<file path="src/hdl/csv_stream_parser_unit_assert.svh">
// Assertion macros for the CSV stream parser.
// Used by csv_stream_parser_unit; no other dependencies.
`ifndef CSV_STREAM_PARSER_UNIT_ASSERT_SVH
`define CSV_STREAM_PARSER_UNIT_ASSERT_SVH

`ifndef SYNTH
// Same-cycle implication, checked outside reset.
`define CSVP_ASSERT_NOW(label, clk, rst_n, ante, cons) \
    label: assert property (@(posedge clk) disable iff (!rst_n) (ante) |-> (cons)) \
        else $error("csvp assertion failed");
// Next-cycle implication, checked outside reset.
`define CSVP_ASSERT_NEXT(label, clk, rst_n, ante, cons) \
    label: assert property (@(posedge clk) disable iff (!rst_n) (ante) |=> (cons)) \
        else $error("csvp assertion failed");
`else
`define CSVP_ASSERT_NOW(label, clk, rst_n, ante, cons)
`define CSVP_ASSERT_NEXT(label, clk, rst_n, ante, cons)
`endif

`endif

</file>
<file path="src/hdl/csvp_pkg.sv">
// Shared types and constants for the CSV stream parser.
// No dependencies; used by csvp_parse and csv_stream_parser_unit.
`default_nettype none

package csvp_pkg;

    // Characters with a fixed meaning in the text.
    localparam logic [7:0] CH_COMMA = 8'h2C;
    localparam logic [7:0] CH_QUOTE = 8'h22;
    localparam logic [7:0] CH_CR    = 8'h0D;
    localparam logic [7:0] CH_LF    = 8'h0A;

    // Depth of the result queue and the most results one byte can cause.
    localparam int unsigned QUEUE_DEPTH = 2;

    typedef enum logic [2:0] {
        MODE_ROW_START   = 3'd0,
        MODE_FIELD_START = 3'd1,
        MODE_UNQUOTED    = 3'd2,
        MODE_QUOTED      = 3'd3,
        MODE_QUOTE_SEEN  = 3'd4
    } mode_t;

    // Parser state carried from one byte to the next.
    typedef struct packed {
        mode_t mode;
        logic  skip_lf;
    } parse_state_t;

    // One input item.
    typedef struct packed {
        logic [7:0] data_byte;
        logic       end_of_input;
    } in_item_t;

    // One result item.
    typedef struct packed {
        logic       has_byte;
        logic [7:0] out_byte;
        logic       field_end;
        logic       row_end;
        logic       last_result;
    } out_item_t;

endpackage

`default_nettype wire

</file>
<file path="src/hdl/csvp_parse.sv">
// Combinational CSV parse step: one byte and the current state in, up to two results out.
// Depends on csvp_pkg.
`default_nettype none

module csvp_parse (
    input  wire logic [7:0]            delimiter,
    input  wire csvp_pkg::in_item_t    item,
    input  wire csvp_pkg::parse_state_t state,
    output csvp_pkg::parse_state_t     state_next,
    output logic [1:0]                 res_count,
    output csvp_pkg::out_item_t        res0,
    output csvp_pkg::out_item_t        res1
);
    import csvp_pkg::*;

    logic      is_delim;
    logic      is_quote;
    logic      is_cr;
    logic      is_lf;
    logic      is_term;
    logic      swallow;
    out_item_t byte_res;
    out_item_t term_res;
    out_item_t end_res;
    mode_t     term_mode;

    // Byte classification; the delimiter wins over CR and LF.
    assign is_delim = (item.data_byte == delimiter);
    assign is_quote = (item.data_byte == CH_QUOTE);
    assign is_cr    = (item.data_byte == CH_CR);
    assign is_lf    = (item.data_byte == CH_LF);
    assign is_term  = is_delim || is_cr || is_lf;
    assign swallow  = state.skip_lf && is_lf;

    // Prebuilt result shapes.
    always_comb
    begin
        byte_res           = '0;
        byte_res.has_byte  = 1'b1;
        byte_res.out_byte  = item.data_byte;
        term_res           = '0;
        term_res.field_end = 1'b1;
        term_res.row_end   = !is_delim;
        end_res            = '0;
        end_res.field_end  = 1'b1;
        end_res.row_end    = 1'b1;
        term_mode          = is_delim ? MODE_FIELD_START : MODE_ROW_START;
    end

    // Mode transitions and result generation for one byte.
    always_comb
    begin
        res_count          = 2'd0;
        res0               = '0;
        res1               = '0;
        state_next.mode    = state.mode;
        state_next.skip_lf = 1'b0;

        if (!swallow)
        begin
            case (state.mode)
                MODE_UNQUOTED:
                begin
                    res_count = 2'd1;
                    if (is_term)
                    begin
                        res0               = term_res;
                        state_next.mode    = term_mode;
                        state_next.skip_lf = !is_delim && is_cr;
                    end
                    else
                    begin
                        res0 = byte_res;
                    end
                end
                MODE_QUOTED:
                begin
                    if (is_quote)
                    begin
                        state_next.mode = MODE_QUOTE_SEEN;
                    end
                    else
                    begin
                        res0      = byte_res;
                        res_count = 2'd1;
                    end
                end
                MODE_QUOTE_SEEN:
                begin
                    if (is_quote)
                    begin
                        // A doubled quote is one literal quote.
                        res0            = byte_res;
                        res_count       = 2'd1;
                        state_next.mode = MODE_QUOTED;
                    end
                    else if (is_term)
                    begin
                        res0               = term_res;
                        res_count          = 2'd1;
                        state_next.mode    = term_mode;
                        state_next.skip_lf = !is_delim && is_cr;
                    end
                    else
                    begin
                        // Stray byte: close the quoted field, then open an unquoted one.
                        res0            = '0;
                        res0.field_end  = 1'b1;
                        res1            = byte_res;
                        res_count       = 2'd2;
                        state_next.mode = MODE_UNQUOTED;
                    end
                end
                default:
                begin
                    if (is_quote)
                    begin
                        state_next.mode = MODE_QUOTED;
                    end
                    else if (is_term)
                    begin
                        res0               = term_res;
                        res_count          = 2'd1;
                        state_next.mode    = term_mode;
                        state_next.skip_lf = !is_delim && is_cr;
                    end
                    else
                    begin
                        res0            = byte_res;
                        res_count       = 2'd1;
                        state_next.mode = MODE_UNQUOTED;
                    end
                end
            endcase
        end

        // End of input closes any open field and row.
        if (item.end_of_input)
        begin
            if (state_next.mode != MODE_ROW_START)
            begin
                if (res_count == 2'd2)
                begin
                    res1.field_end = 1'b1;
                    res1.row_end   = 1'b1;
                end
                else if (res_count == 2'd1 && !res0.field_end)
                begin
                    res0.field_end = 1'b1;
                    res0.row_end   = 1'b1;
                end
                else if (res_count == 2'd1)
                begin
                    res1      = end_res;
                    res_count = 2'd2;
                end
                else
                begin
                    res0      = end_res;
                    res_count = 2'd1;
                end
            end
            state_next.mode    = MODE_ROW_START;
            state_next.skip_lf = 1'b0;
        end

        // Flag the final result of this byte.
        if (res_count == 2'd2)
        begin
            res1.last_result = 1'b1;
        end
        else if (res_count == 2'd1)
        begin
            res0.last_result = 1'b1;
        end
    end

endmodule

`default_nettype wire

</file>
<file path="src/hdl/csv_stream_parser_unit.sv">
// CSV stream parser top level: input register, parse step, two-entry result queue.
// Depends on csvp_pkg, csvp_parse and csv_stream_parser_unit_assert.svh.
//
// Usage:
// The byte channel (byte_valid, byte_stall, byte_item) carries one text byte
// per transfer together with an end-of-input flag. The token channel
// (tok_valid, tok_stall, tok_item) carries results: a content byte and/or
// field-end and row-end marks, with last_result on the final result of a byte.
// A byte causes zero, one or two results. The delimiter is written through
// cfg_we/cfg_wdata, by the user only while the block is idle, a rule that the
// block leaves unchecked; it resets to a comma. A taken byte is held in the
// input register and parsed there; its results enter the queue once they fit.
// Throughput: one byte per cycle while each byte causes at most one result
// and tok_stall is low. Whether results fit is judged before this cycle's pop,
// so a byte with two results waits in the input register until the queue is
// empty, and the byte behind it waits until an entry is free. The queue depth
// sets these limits.
// Reset clears the parse state, the queue and the input register; no result
// is lost when tok_stall is held: the queue fills, then byte_stall rises.
`default_nettype none
`include "csv_stream_parser_unit_assert.svh"

module csv_stream_parser_unit (
    input  wire logic               clk,
    input  wire logic               rst_n,
    input  wire logic               cfg_we,
    input  wire logic [7:0]         cfg_wdata,
    input  wire logic               byte_valid,
    output logic                    byte_stall,
    input  wire csvp_pkg::in_item_t byte_item,
    output logic                    tok_valid,
    input  wire logic               tok_stall,
    output csvp_pkg::out_item_t     tok_item
);
    import csvp_pkg::*;

    logic [7:0]   delim_reg;
    logic         in_valid_reg;
    logic         in_valid_next;
    in_item_t     in_item_reg;
    parse_state_t state_reg;
    parse_state_t state_next;
    logic [1:0]   count_reg;
    logic [1:0]   count_next;
    out_item_t    queue_reg [QUEUE_DEPTH];
    out_item_t    queue_next [QUEUE_DEPTH];
    logic [1:0]   res_count;
    out_item_t    res0;
    out_item_t    res1;
    logic [1:0]   space;
    logic [1:0]   count_left;
    logic         fits;
    logic         consume;
    logic         pop;
    logic         accept;

    // Parse step on the registered byte.
    csvp_parse u_parse (
        .delimiter  (delim_reg),
        .item       (in_item_reg),
        .state      (state_reg),
        .state_next (state_next),
        .res_count  (res_count),
        .res0       (res0),
        .res1       (res1)
    );

    // Handshake decisions.
    assign space      = 2'(QUEUE_DEPTH) - count_reg;
    assign fits       = (res_count <= space);
    assign consume    = in_valid_reg && fits;
    assign byte_stall = in_valid_reg && !fits;
    assign accept     = byte_valid && !byte_stall;
    assign tok_valid  = (count_reg != 2'd0);
    assign tok_item   = queue_reg[0];
    assign pop        = tok_valid && !tok_stall;
    assign count_left = count_reg - {1'b0, pop};

    // Input register occupancy.
    always_comb
    begin
        in_valid_next = in_valid_reg;
        if (accept)
        begin
            in_valid_next = 1'b1;
        end
        else if (consume)
        begin
            in_valid_next = 1'b0;
        end
    end

    // Result queue: pop from the head, then append new results.
    always_comb
    begin
        queue_next[0] = pop ? queue_reg[1] : queue_reg[0];
        queue_next[1] = queue_reg[1];
        count_next    = count_left;
        if (consume && res_count != 2'd0)
        begin
            count_next = count_left + res_count;
            if (count_left == 2'd0)
            begin
                queue_next[0] = res0;
                queue_next[1] = res1;
            end
            else
            begin
                queue_next[1] = res0;
            end
        end
    end

    // Control registers.
    always_ff @(posedge clk or negedge rst_n)
    begin
        if (!rst_n)
        begin
            delim_reg     <= CH_COMMA;
            in_valid_reg  <= 1'b0;
            state_reg     <= '{mode: MODE_ROW_START, skip_lf: 1'b0};
            count_reg     <= 2'd0;
        end
        else
        begin
            if (cfg_we)
            begin
                delim_reg <= cfg_wdata;
            end
            in_valid_reg <= in_valid_next;
            if (consume)
            begin
                state_reg <= state_next;
            end
            count_reg <= count_next;
        end
    end

    // Payload registers.
    always_ff @(posedge clk)
    begin
        if (accept)
        begin
            in_item_reg <= byte_item;
        end
        queue_reg[0] <= queue_next[0];
        queue_reg[1] <= queue_next[1];
    end

    // Checks on the queue and the parse state.
    `CSVP_ASSERT_NOW(a_count_bound, clk, rst_n, 1'b1, count_reg <= 2'(QUEUE_DEPTH))
    `CSVP_ASSERT_NOW(a_skip_at_row_start, clk, rst_n, state_reg.skip_lf,
        state_reg.mode == MODE_ROW_START)
    `CSVP_ASSERT_NEXT(a_eof_resets, clk, rst_n, consume && in_item_reg.end_of_input,
        state_reg.mode == MODE_ROW_START && !state_reg.skip_lf)
    `CSVP_ASSERT_NOW(a_row_has_field, clk, rst_n, tok_valid && tok_item.row_end,
        tok_item.field_end)

endmodule

`default_nettype wire

</file>
<file path="config.mk">
export PLATFORM = sky130hd
export DESIGN_NAME = csv_stream_parser_unit
export DESIGN_NICKNAME = d
export VERILOG_FILES = /design/src/hdl/csvp_pkg.sv /design/src/hdl/csvp_parse.sv /design/src/hdl/csv_stream_parser_unit.sv
export VERILOG_INCLUDE_DIRS = /design/src /design/src/hdl
export SDC_FILE = /design/constraint.sdc
export NUM_CORES = 1
export LEC_CHECK = 0
export BUFFER_PORTS_ARGS = -buffer_cell sky130_fd_sc_hd__buf_2
export CORE_MARGIN = 2
export CORE_UTILIZATION = 50
export DETAILED_ROUTE_END_ITERATION = 16
export GPL_ROUTABILITY_DRIVEN = 0
export PLACE_DENSITY = 0.71
export SETUP_SLACK_MARGIN = 0.4
export SLEW_MARGIN = 15
export SYNTH_ARGS = -nofsm -noshare
export SYNTH_HDL_FRONTEND = slang
export SYNTH_HIERARCHICAL = 1
export SYNTH_SLANG_ARGS = --single-unit
export TNS_END_PERCENT = 20
</file>
<file path="constraint.sdc">
create_clock -name clk -period 8.6 [get_ports clk]
set_clock_uncertainty 0.15 [all_clocks]
set_input_delay 2.58 -clock clk [delete_from_list [all_inputs] [get_ports clk]]
set_output_delay 2.58 -clock clk [all_outputs]
set_load 0.01 [all_outputs]
</file>
==> results.cfg <==
[placement]
place_area_um2 = 3030
port_buffers = 35
hpwlAfterDp_um = 3910

[timing]
period_share_pct = 73.0
setup_viol = 0
finalHoldViolations = 0
min_period_ns = 6.28
grt_setup_unrepaired = no
worst_slew_pin_slew_ns = 1.08
max-slew-margin-rel_pct = 27.8
fin_setup_tns_ns = 0
drv_slew = 0
timing.fmax_mhz = 159

[cts]
cts_tree = yes
cts-resized-gates = 0
post-cts-setup-buffer-count = 0
holdBufCountCts = 0
clk_pin_slew_ns = 0.09
clk_path_buf_depth = 2
htree_levels = 2
cts-root-buf = clkbuf_8
cts_buffers = 5
clock-sinks = 48
clock_latency_ns = 0.30

[drt]
drt-total-wl_um = 5000
ant_nets = 0
vias_per_cell = 5.37
drt_iter0_markers = 48
drt-pass1-iter-count = 4
vias = 1822
wl_per_cell_um = 14.8
drc = 0

[final_layout]
fin_nets = 293
drive_gt1_share_pct = 41.9
antenna_cells = 0
largest_reg_flops = 24
syn_to_final_growth_pct = 6.39
fin_area_um2 = 3110

[yosys]
synth_area_per_cell_um2 = 11.8
yosys.area_share.simple_pct = 17.4
synth_seq_area_share_pct = 42.8
synth_xor_area_share_pct = 3.00
ys.flop_type = edfxtp_1
synth.ff_latch_count = 48
yosysWarnings = 6
syn_area_um2 = 2920
synthMuxAreaShare_pct = 21.3
synth_edf_count = 21
synth_top_family_by_area = multiplexers
synthCells = 247
synthArstFlopShare_pct = 31.3
synth_fa_ha_area_share_pct = 2.14
synth_compound_area_share_pct = 6.94
synth_fp_nets = 274
synthDistinctLibCells = 54

[worst_setup_path]
critPathRequiredTime_ns = 5.87
arrival_ns = 3.55
start_kind = flop
crit_fanout = 11
end_kind = output pin
crit_path_top_delay_cell = or4_4
reg2reg_depth = 12
cp_slowest_stage_delay_ns = 0.52
cp_cell_sequence = xor2_1 -> nor4_4 -> a21oi_2 -> nand4b_2 -> nor2_2 -> or4_4 -> mux2i_1 -> inv_1 -> ha_1 -> nand2b_1 -> a21oi_1 -> buf_2
critPathKind = flop to output pin

[floorplan]
io-pin-count = 36
die_w_um = 80.4
die_h_um = 80.4
fp-row-count = 27
core_um2 = 5570
dieArea_um2 = 6460
floorplan.initialDensity_pct = 52.4

[worst_hold_path]
whs_path_depth = 1
hold_class = flop to flop

[pwr]
sw_frac_of_total_pct = 35.8
power_frac_seq_pct = 39.3
p_comb_share_pct = 49.0
power_density_nw_per_um2 = 350
switchingPower_uw = 389
vdd_ir_drop_max_uv = 173
p_leak_uw = 0.00128
clkPwrFrac_pct = 11.6
p_int_uw = 698

[grt]
grt_pass1_wl_um = 8700
grt_max_degree = 16
grt_util_met3_pct = 3.48
grt.total_usage_pct = 17.4
grt-ovfl-total = 0
antenna_found_initial = 0
grt_util_met1_pct = 23.4
grt_pass1_vias = 1824
grt_util_met2_pct = 28.3
busiest_layer = met2

[run_status]
status = finished, final reports clean

[flow_run]
drv_cap = 0
[power groups by stage]
stage | registers, uW | logic, uW | clock network (uW)
global route | 441 | 586 | 141
detailed placement | 435 | 538 | 0
global placement | 430 | 523 | 0
floorplan | 406 | 491 | 0
finish | 428 | 533 | 126
CTS | 430 | 541 | 131
[synthesized netlist by cell type, types with 3 or more instances]
master / count / area share, %
o21ai_0: 4 / 0.69
nor3_4: 3 / 1.7
dfxtp_1: 12 / 8.2
mux2_2: 40 / 15
dfrtp_1: 12 / 10
inv_1: 8 / 1.0
buf_2: 4 / 0.69
mux2_4: 10 / 5.1
o22ai_1: 4 / 0.86
nor2_1: 17 / 2.2
xor2_1: 8 / 2.4
nand2_1: 12 / 1.5
nor2b_1: 5 / 1.1
and2_1: 13 / 2.8
dfstp_2: 3 / 2.7
clkbuf_1: 3 / 0.39
a21oi_1: 5 / 0.86
nor3_1: 4 / 0.69
buf_4: 13 / 3.3
edfxtp_1: 21 / 22
ha_1: 5 / 2.1
[layer usage]
metal / part of all wire (%) / wire [um]
met3: 5.0 / 248
met5: 0 / 0
met4: 1.5 / 76
met1: 46 / 2290
met2: 48 / 2390
[metrics by stage]
stage                     instances  worst slack, ns  power, uW  hold WS [ns]  util [%]
after global placement          331             2.67        953         0.367      54.3
after detailed placement        331             2.63        974         0.369      54.3
after CTS                       339             2.28       1100         0.388      55.7
final                           339             2.32       1090         0.384      55.7
after floorplan                 247             3.20        897         0.328         -
after global routing            339             1.99       1170         0.407      55.7
[layout make-up]
cell class	count	area [um2]
Fill cell	485	2470
Multi-Input combinational cell	168	1480
Sequential cell	48	1250
Timing Repair Buffer	35	175
Tap cell	72	90.1
Clock buffer	6	72.6
Inverter	8	30.0
Clock inverter	2	7.51
[final timing paths]
kind,start,endpoint,slack [ns]
max,in_item_reg[6]$_DFFE_PP_,byte_stall,2.32
min,delim_reg[0]$_DFFE_PN0P_,delim_reg[0]$_DFFE_PN0P_,0.38
max reg2reg,in_item_reg[2]$_DFFE_PP_,count_reg[0]$_DFF_PN0_,4.05
min reg2reg,delim_reg[0]$_DFFE_PN0P_,delim_reg[0]$_DFFE_PN0P_,0.38
max in group asynchronous,rst_n,delim_reg[2]$_DFFE_PN1P_,5.96
min in group asynchronous,rst_n,delim_reg[7]$_DFFE_PN0P_,2.03
[placed cells by master (no fill, tap or decap), types with 2 or more instances in the layout]
| master | instances |
|---|---|
| a21oi_1 | 5 |
| and2_1 | 13 |
| and3_1 | 2 |
| buf_2 | 35 |
| clkbuf_8 | 5 |
| clkinv_1 | 2 |
| dfrtp_1 | 12 |
| dfstp_2 | 3 |
| dfxtp_1 | 12 |
| edfxtp_1 | 21 |
| ha_1 | 5 |
| inv_1 | 8 |
| mux2_2 | 40 |
| mux2_4 | 10 |
| mux2i_1 | 2 |
| nand2_1 | 12 |
| nor2_1 | 17 |
| nor2b_1 | 5 |
| nor3_1 | 4 |
| nor3_4 | 3 |
| nor4_1 | 2 |
| nor4_4 | 2 |
| o21ai_0 | 4 |
| o21ai_1 | 2 |
| o22ai_1 | 4 |
| o31ai_4 | 2 |
| xnor2_1 | 2 |
| xor2_1 | 8 |
[kinds of logic (layout without fill, tap and decap cells)]
group                    Yosys count  after routing
AND/OR/NAND/NOR                   76             76
multiplexers                      52             52
flip-flops                        48             48
buffers and inverters             31             51
AO/OA/AOI/OAI                     25             25
XOR/XNOR                          10             10
adder cells (fa/ha/maj)            5              5
[critical path: cells and delay by family, from the launching register on]
family          cells  cell delay (ns)
simple gates        5             1.31
compound gates      2             0.48
mux                 1             0.33
fa+ha+maj           1             0.18
flops               1             0.48
buf+inv             2             0.27
xor+xnor            1             0.22
Note: power is estimated with default switching activity, not from simulation.
